`src/rtl/core/wfrd_pkg.sv`:
```
package wfrd_pkg;

    localparam int MAX_MACHINES = 16;
    localparam int IDX_W        = $clog2(MAX_MACHINES);
    localparam int CAP_W        = 31;
    localparam int CNT_W        = 16;
    localparam int MC_W         = 5;
    localparam int OUT_W        = 5;

    localparam logic REQ_LOAD     = 1'b0;
    localparam logic REQ_DISPATCH = 1'b1;

    localparam logic signed [OUT_W-1:0] REJECT_CODE = -5'sd1;

    typedef struct packed {
        logic [CAP_W-1:0] cap;
        logic [CNT_W-1:0] cnt;
    } entry_t;

    typedef enum logic [1:0] {
        ST_IDLE,
        ST_SCAN,
        ST_DRAIN,
        ST_COMMIT
    } state_t;

endpackage

```
`src/rtl/core/worst_fit_request_dispatcher_unit.sv`:
```
// Load: written into the table at the transfer, no result; busy stays low.
// Dispatch: reads the active entries of the machine table, one per cycle, where the active
// count is the configured machine count capped at 16; then DRAIN and COMMIT. A dispatch with
// no machines gives its reject result in the cycle after the transfer and keeps busy low.
// The result strobe is high for one cycle; the receiver cannot stall it.
// Reset is asynchronous, active low, and empties the table through per-entry valid bits.
module worst_fit_request_dispatcher_unit
    import wfrd_pkg::*;
(
    input  logic                    clk,
    input  logic                    rst_n,
    input  logic                    start,
    output logic                    busy,
    input  logic                    req_type,
    input  logic [IDX_W-1:0]        machine_index,
    input  logic [CAP_W-1:0]        amount,
    output logic                    result_valid,
    output logic signed [OUT_W-1:0] assigned_machine,
    input  logic                    cfg_valid,
    output logic                    cfg_ready,
    input  logic [MC_W-1:0]         cfg_data
);

    state_t                   state_reg, state_next;
    logic [MC_W-1:0]          mc_reg;
    logic [MC_W-1:0]          active_cnt;
    logic [MC_W-1:0]          n_reg, n_next;
    logic [IDX_W-1:0]         addr_reg, addr_next;
    logic [CAP_W-1:0]         amt_reg, amt_next;
    logic                     res_vld_reg, res_vld_next;
    logic signed [OUT_W-1:0]  res_reg, res_next;
    logic [MAX_MACHINES-1:0]  valid_reg;

    // Table memory and its registered read port.
    entry_t                   mem [MAX_MACHINES];
    entry_t                   rd_data_reg;
    logic                     rd_ok_reg;
    logic                     rd_vld_reg;
    logic [IDX_W-1:0]         rd_idx_reg;

    logic                     wr_en;
    logic [IDX_W-1:0]         wr_addr;
    entry_t                   wr_data;

    entry_t                   rd_entry;
    logic                     better;
    entry_t                   best_reg;
    logic [IDX_W-1:0]         best_idx_reg;
    logic                     fit;

    assign cfg_ready        = 1'b1;
    assign busy             = (state_reg != ST_IDLE);
    assign result_valid     = res_vld_reg;
    assign assigned_machine = res_reg;

    assign active_cnt = (mc_reg > MC_W'(MAX_MACHINES)) ? MC_W'(MAX_MACHINES) : mc_reg;

    // Entries never loaded since reset read as zero capacity and zero count.
    assign rd_entry = rd_ok_reg ? rd_data_reg : '0;
    assign better   = (rd_entry.cap > best_reg.cap) ||
                      ((rd_entry.cap == best_reg.cap) && (rd_entry.cnt < best_reg.cnt));
    assign fit      = (amt_reg <= best_reg.cap);

    always_comb
    begin
        state_next   = state_reg;
        n_next       = n_reg;
        addr_next    = addr_reg;
        amt_next     = amt_reg;
        res_vld_next = 1'b0;
        res_next     = res_reg;
        wr_en        = 1'b0;
        wr_addr      = machine_index;
        wr_data      = {amount, CNT_W'(0)};
        unique case (state_reg)
            ST_IDLE:
            begin
                if (start)
                begin
                    amt_next = amount;
                    if (req_type == REQ_LOAD)
                    begin
                        wr_en = 1'b1;
                    end
                    else if (active_cnt == '0)
                    begin
                        res_vld_next = 1'b1;
                        res_next     = REJECT_CODE;
                    end
                    else
                    begin
                        n_next     = active_cnt;
                        addr_next  = '0;
                        state_next = ST_SCAN;
                    end
                end
            end
            ST_SCAN:
            begin
                addr_next = addr_reg + 1'b1;
                if ({1'b0, addr_reg} == n_reg - 1'b1)
                begin
                    state_next = ST_DRAIN;
                end
            end
            ST_DRAIN:
            begin
                state_next = ST_COMMIT;
            end
            ST_COMMIT:
            begin
                res_vld_next = 1'b1;
                state_next   = ST_IDLE;
                if (fit)
                begin
                    wr_en       = 1'b1;
                    wr_addr     = best_idx_reg;
                    wr_data.cap = best_reg.cap - amt_reg;
                    wr_data.cnt = (best_reg.cnt == '1) ? best_reg.cnt
                                                       : best_reg.cnt + 1'b1;
                    res_next    = $signed({1'b0, best_idx_reg});
                end
                else
                begin
                    res_next = REJECT_CODE;
                end
            end
            default:
            begin
                state_next = ST_IDLE;
            end
        endcase
    end

    always_ff @(posedge clk or negedge rst_n)
    begin
        if (!rst_n)
        begin
            state_reg   <= ST_IDLE;
            mc_reg      <= '0;
            res_vld_reg <= 1'b0;
            rd_vld_reg  <= 1'b0;
            valid_reg   <= '0;
        end
        else
        begin
            state_reg   <= state_next;
            res_vld_reg <= res_vld_next;
            rd_vld_reg  <= (state_reg == ST_SCAN);
            if (cfg_valid && cfg_ready)
            begin
                mc_reg <= cfg_data;
            end
            if (wr_en)
            begin
                valid_reg[wr_addr] <= 1'b1;
            end
        end
    end

    always_ff @(posedge clk)
    begin
        n_reg      <= n_next;
        addr_reg   <= addr_next;
        amt_reg    <= amt_next;
        res_reg    <= res_next;
        rd_idx_reg <= addr_reg;
        rd_ok_reg  <= valid_reg[addr_reg];
        // The first entry of a scan seeds the running best; later ones replace it
        // only when strictly better, so ties keep the lower index.
        if (rd_vld_reg && ((rd_idx_reg == '0) || better))
        begin
            best_reg     <= rd_entry;
            best_idx_reg <= rd_idx_reg;
        end
    end

    // The read port reads every cycle, but the reads a scan uses never meet its write-back,
    // since the write-back ends the scan and the next item starts after it.
    always_ff @(posedge clk)
    begin
        rd_data_reg <= mem[addr_reg];
        if (wr_en)
        begin
            mem[wr_addr] <= wr_data;
        end
    end

endmodule

```
`config.mk`:
```
export PLATFORM = sky130hd
export DESIGN_NAME = worst_fit_request_dispatcher_unit
export DESIGN_NICKNAME = d
export VERILOG_FILES = /design/src/rtl/core/wfrd_pkg.sv /design/src/rtl/core/worst_fit_request_dispatcher_unit.sv
export SDC_FILE = /design/constraint.sdc
export NUM_CORES = 1
export LEC_CHECK = 0
export ABC_AREA = 1
export BUFFER_PORTS_ARGS = -buffer_cell sky130_fd_sc_hd__buf_2
export CAP_MARGIN = 20
export CORE_MARGIN = 5
export CORE_UTILIZATION = 57
export DETAILED_ROUTE_END_ITERATION = 12
export PLACE_DENSITY = 0.83
export SLEW_MARGIN = 20
export SYNTH_ARGS = -nofsm -noshare
export SYNTH_HDL_FRONTEND = slang
export SYNTH_SLANG_ARGS = --single-unit
```
`constraint.sdc`:
```
create_clock -name clk -period 6.4 [get_ports clk]
set_clock_uncertainty 0.1 [all_clocks]
set_input_delay 0.64 -clock clk [delete_from_list [all_inputs] [get_ports clk]]
set_output_delay 0.64 -clock clk [all_outputs]
set_load 0.02 [all_outputs]
```
==> flow_metrics.tcl <==
set metrics [dict create \
    final_area_um2 43600 \
    post_cts_buffers 0 \
    internal-power_mw 12.5 \
    syn_nets 3304 \
    drtAntennaViolNets 0 \
    seq_area_um2 27100 \
    tightest_slew_ns 1.11 \
    min_from "amount[19]" \
    vias 25201 \
    seq_power_share_pct 40.6 \
    finalPower_mw 19.5 \
    drive_above_1_share_pct 8.74 \
    largest_reg_flops 752 \
    report.final.slew_viol_count 0 \
    required_ns 6.59 \
    p_leak_nw 16.6 \
    min_path_type "input pin to flop" \
    drtIter0Drc 3116 \
    critPathMaxFanout 65 \
    synthTopCellsByArea "edfxtp_1, mux2i_1, inv_1, o21ai_0, o211ai_1" \
    max_freq_ghz 0.226 \
    num_antenna_cells 0 \
    endpoint_kind "flop" \
    postSynth.asyncResetShare_pct 2.70 \
    cp.arrival_ns 4.61 \
    die_x_um 274 \
    rsz0062_at_grt "false" \
    n_fill_cell 4785 \
    fin_hold_ws_ns 0.0940 \
    cellPowerDensity_nw_per_um2 448 \
    grt_pass1_vias 24717 \
    drt_pass1_iterations 5 \
    clockPowerShare_pct 25.2 \
    vias_per_cell 5.98 \
    worst_setup_path_start_kind "flop" \
    coreArea_um2 68700 \
    start_util_pct 57.6 \
    ir_drop_mv 0.435 \
    multi_input_area_um2 10200 \
    netlist-cell-type-count 44 \
    cts_tree "yes" \
    pin_count 53 \
    area_delta_synth_final_pct 10.2 \
    portBuffers 51 \
    clock_path_buffers 3 \
    synth_edf_count 848 \
    finalHoldViolCount 0 \
    synth_top_flop_cell "edfxtp_1" \
    root_buffer "clkbuf_16" \
    routedWlPerCell_um 22.2 \
    fin_nets 3346 \
    yosys_register_bits 925 \
    syn_avg_cell_area_um2 12.5 \
    place_area_um2 40900 \
    sw_frac_of_total_pct 36.2 \
    clock_sinks 925 \
    drt-total-wl_um 93700 \
    status "finished clean" \
    slew_headroom_pct 26.1 \
    grt_pass1_wl_um 142000 \
    worst-setup-path-type "flop to flop" \
    grtUsageTotal_pct 24.6 \
    antenna_found_initial 0 \
    fp.dieH_um 274 \
    synth_area_um2 39600 \
    clk_pin_slew_worst_paths_ns 0.07 \
    post-route-period-util_pct 69.1 \
    fp-row-count 96 \
    cts_inserted_buffers 85 \
    startpoint "best_reg[18]" \
    p_comb_share_pct 34.2 \
    period_needed_ns 4.42 \
    grt_max_degree 179 \
    htree_levels 3 \
    utilization_pct 63.5 \
    tns_ns 0 \
    clock_latency_ns 0.64 \
    dp_hpwl_um 52800 \
    power.switching_mw 7.08 \
    synth-seq-area-share_pct 68.6 \
    drv_cap 0 \
    route.detailed.drc 0 \
    synth.largest_area_cell "edfxtp_1" \
    ys_warn_count 0 \
    timing.rr.start "best_reg[18]" \
    synth_top_area_share_pct 64.3 \
    syn_inst 3174 \
    overflow 0 \
    dieArea_um2 74800 \
    place_congestion 0.925 \
    finalSetupViolCount 0 \
]
[cell usage after synthesis (all sizes together), types with 2 or more instances]
cell type	instances
a21boi	3
a211oi	4
xor2	12
inv	431
dfrtp	25
clkbuf	99
nand3	77
mux2i	188
o211ai	194
dfxtp	52
buf	57
xnor2	23
a21o	5
o21ai	310
nor3	17
nor2	99
nand4	9
o221ai	2
a21oi	263
o21bai	5
a31oi	5
o2111ai	2
ha	84
edfxtp	848
nor4	7
o21a	2
nand2	343
[critical path, cell delays in order (launching register included)]
cell	delay (ns)
edfxtp_1	0.39
ha_1	0.37
a21oi_1	0.17
nand2_1	0.12
nand2_1	0.07
nand2_1	0.10
nand2_1	0.08
nand2_1	0.10
nand2_1	0.14
nand2_4	0.12
nand2_4	0.15
buf_4	0.64
inv_1	0.53
a21oi_1	0.96
[layout by cell type (no fill, tap or decap), types with 6 or more instances in the layout]
cell type  instances
buf_4             53
o211ai_1         194
o21ai_0          308
ha_1              84
dfrtp_1           25
clkinv_2          16
dfxtp_1           51
nor2_1            84
buf_2             51
nand2_1          332
nor4_1             7
xor2_1            12
edfxtp_1         848
nand4_1            9
clkbuf_16         87
inv_2             13
inv_1            411
nor3_1            17
a21oi_1          261
clkinv_1           7
nand3_1           77
nand2_4            6
mux2i_1          188
xnor2_1           23
clkbuf_1          27
nor2_2            10
[layout make-up]
type	instances	area share (%)
Inverter	432	3.75
Clock inverter	34	0.703
Clock buffer	119	5.38
Timing Repair Buffer	111	1.81
Sequential cell	925	62.2
Multi-Input combinational cell	1661	23.5
Tap cell	931	2.67
[kinds of logic after synthesis]
logic type,after synthesis,synth area share (%)
other,1,0.00948
flip-flops,925,68.6
buffers and inverters,588,5.71
AO/OA/AOI/OAI,797,11.5
adder cells (fa/ha/maj),85,2.71
multiplexers,188,4.75
XOR/XNOR,35,0.775
AND/OR/NAND/NOR,555,5.99
[stage by stage]
stage | setup WS, ns | std cells
2_1_floorplan | 0.154 | 3174
3_3_place_gp | 1.86 | 4058
3_5_place_dp | 1.76 | 4058
4_1_cts | 1.72 | 4212
5_1_grt | 1.58 | 4213
6_report | 1.98 | 4213
[power by group through the flow]
| stage | Sequential, mW | Combinational (mW) | Clock [mW] |
|---|---|---|---|
| after detailed placement | 8.04 | 6.46 | 0 |
| final | 7.92 | 6.69 | 4.92 |
| after floorplan | 7.91 | 4.66 | 0 |
| after global routing | 7.96 | 7.28 | 5.20 |
| after CTS | 7.92 | 6.54 | 4.95 |
| after global placement | 8.02 | 6.28 | 0 |
[per-layer routing]
layer / vias up / routed length, um / global-route usage, %
met4: 0 / 3260 / 9.68
met3: 213 / 8710 / 3.49
met1: 12247 / 36200 / 33.3
li1: 11410 / - / -
met5: - / 0 / 0
met2: 1331 / 45500 / 40.9
[what timing repair did]
action,CTS,global route
gates resized for setup,0,0
endpoints found under the hold margin,25,0
setup endpoints to repair,0,0
hold buffers,1,0
[path summary, 6_finish.rpt]
| kind | end | slack [ns] | cells after the start |
|---|---|---|---|
| setup / recovery | mem[4][43] | 1.98 | 13 |
| hold reg to reg | best_idx_reg[3] | 0.35 | 0 |
| hold / removal | amt_reg[19] | 0.09 | 1 |
| setup reg to reg | mem[4][43] | 1.98 | 13 |
| min in group asynchronous | valid_reg[13] | 0.44 | 2 |
| max in group asynchronous | valid_reg[15] | 5.37 | 2 |
Note: power is estimated with default switching activity, not from simulation.
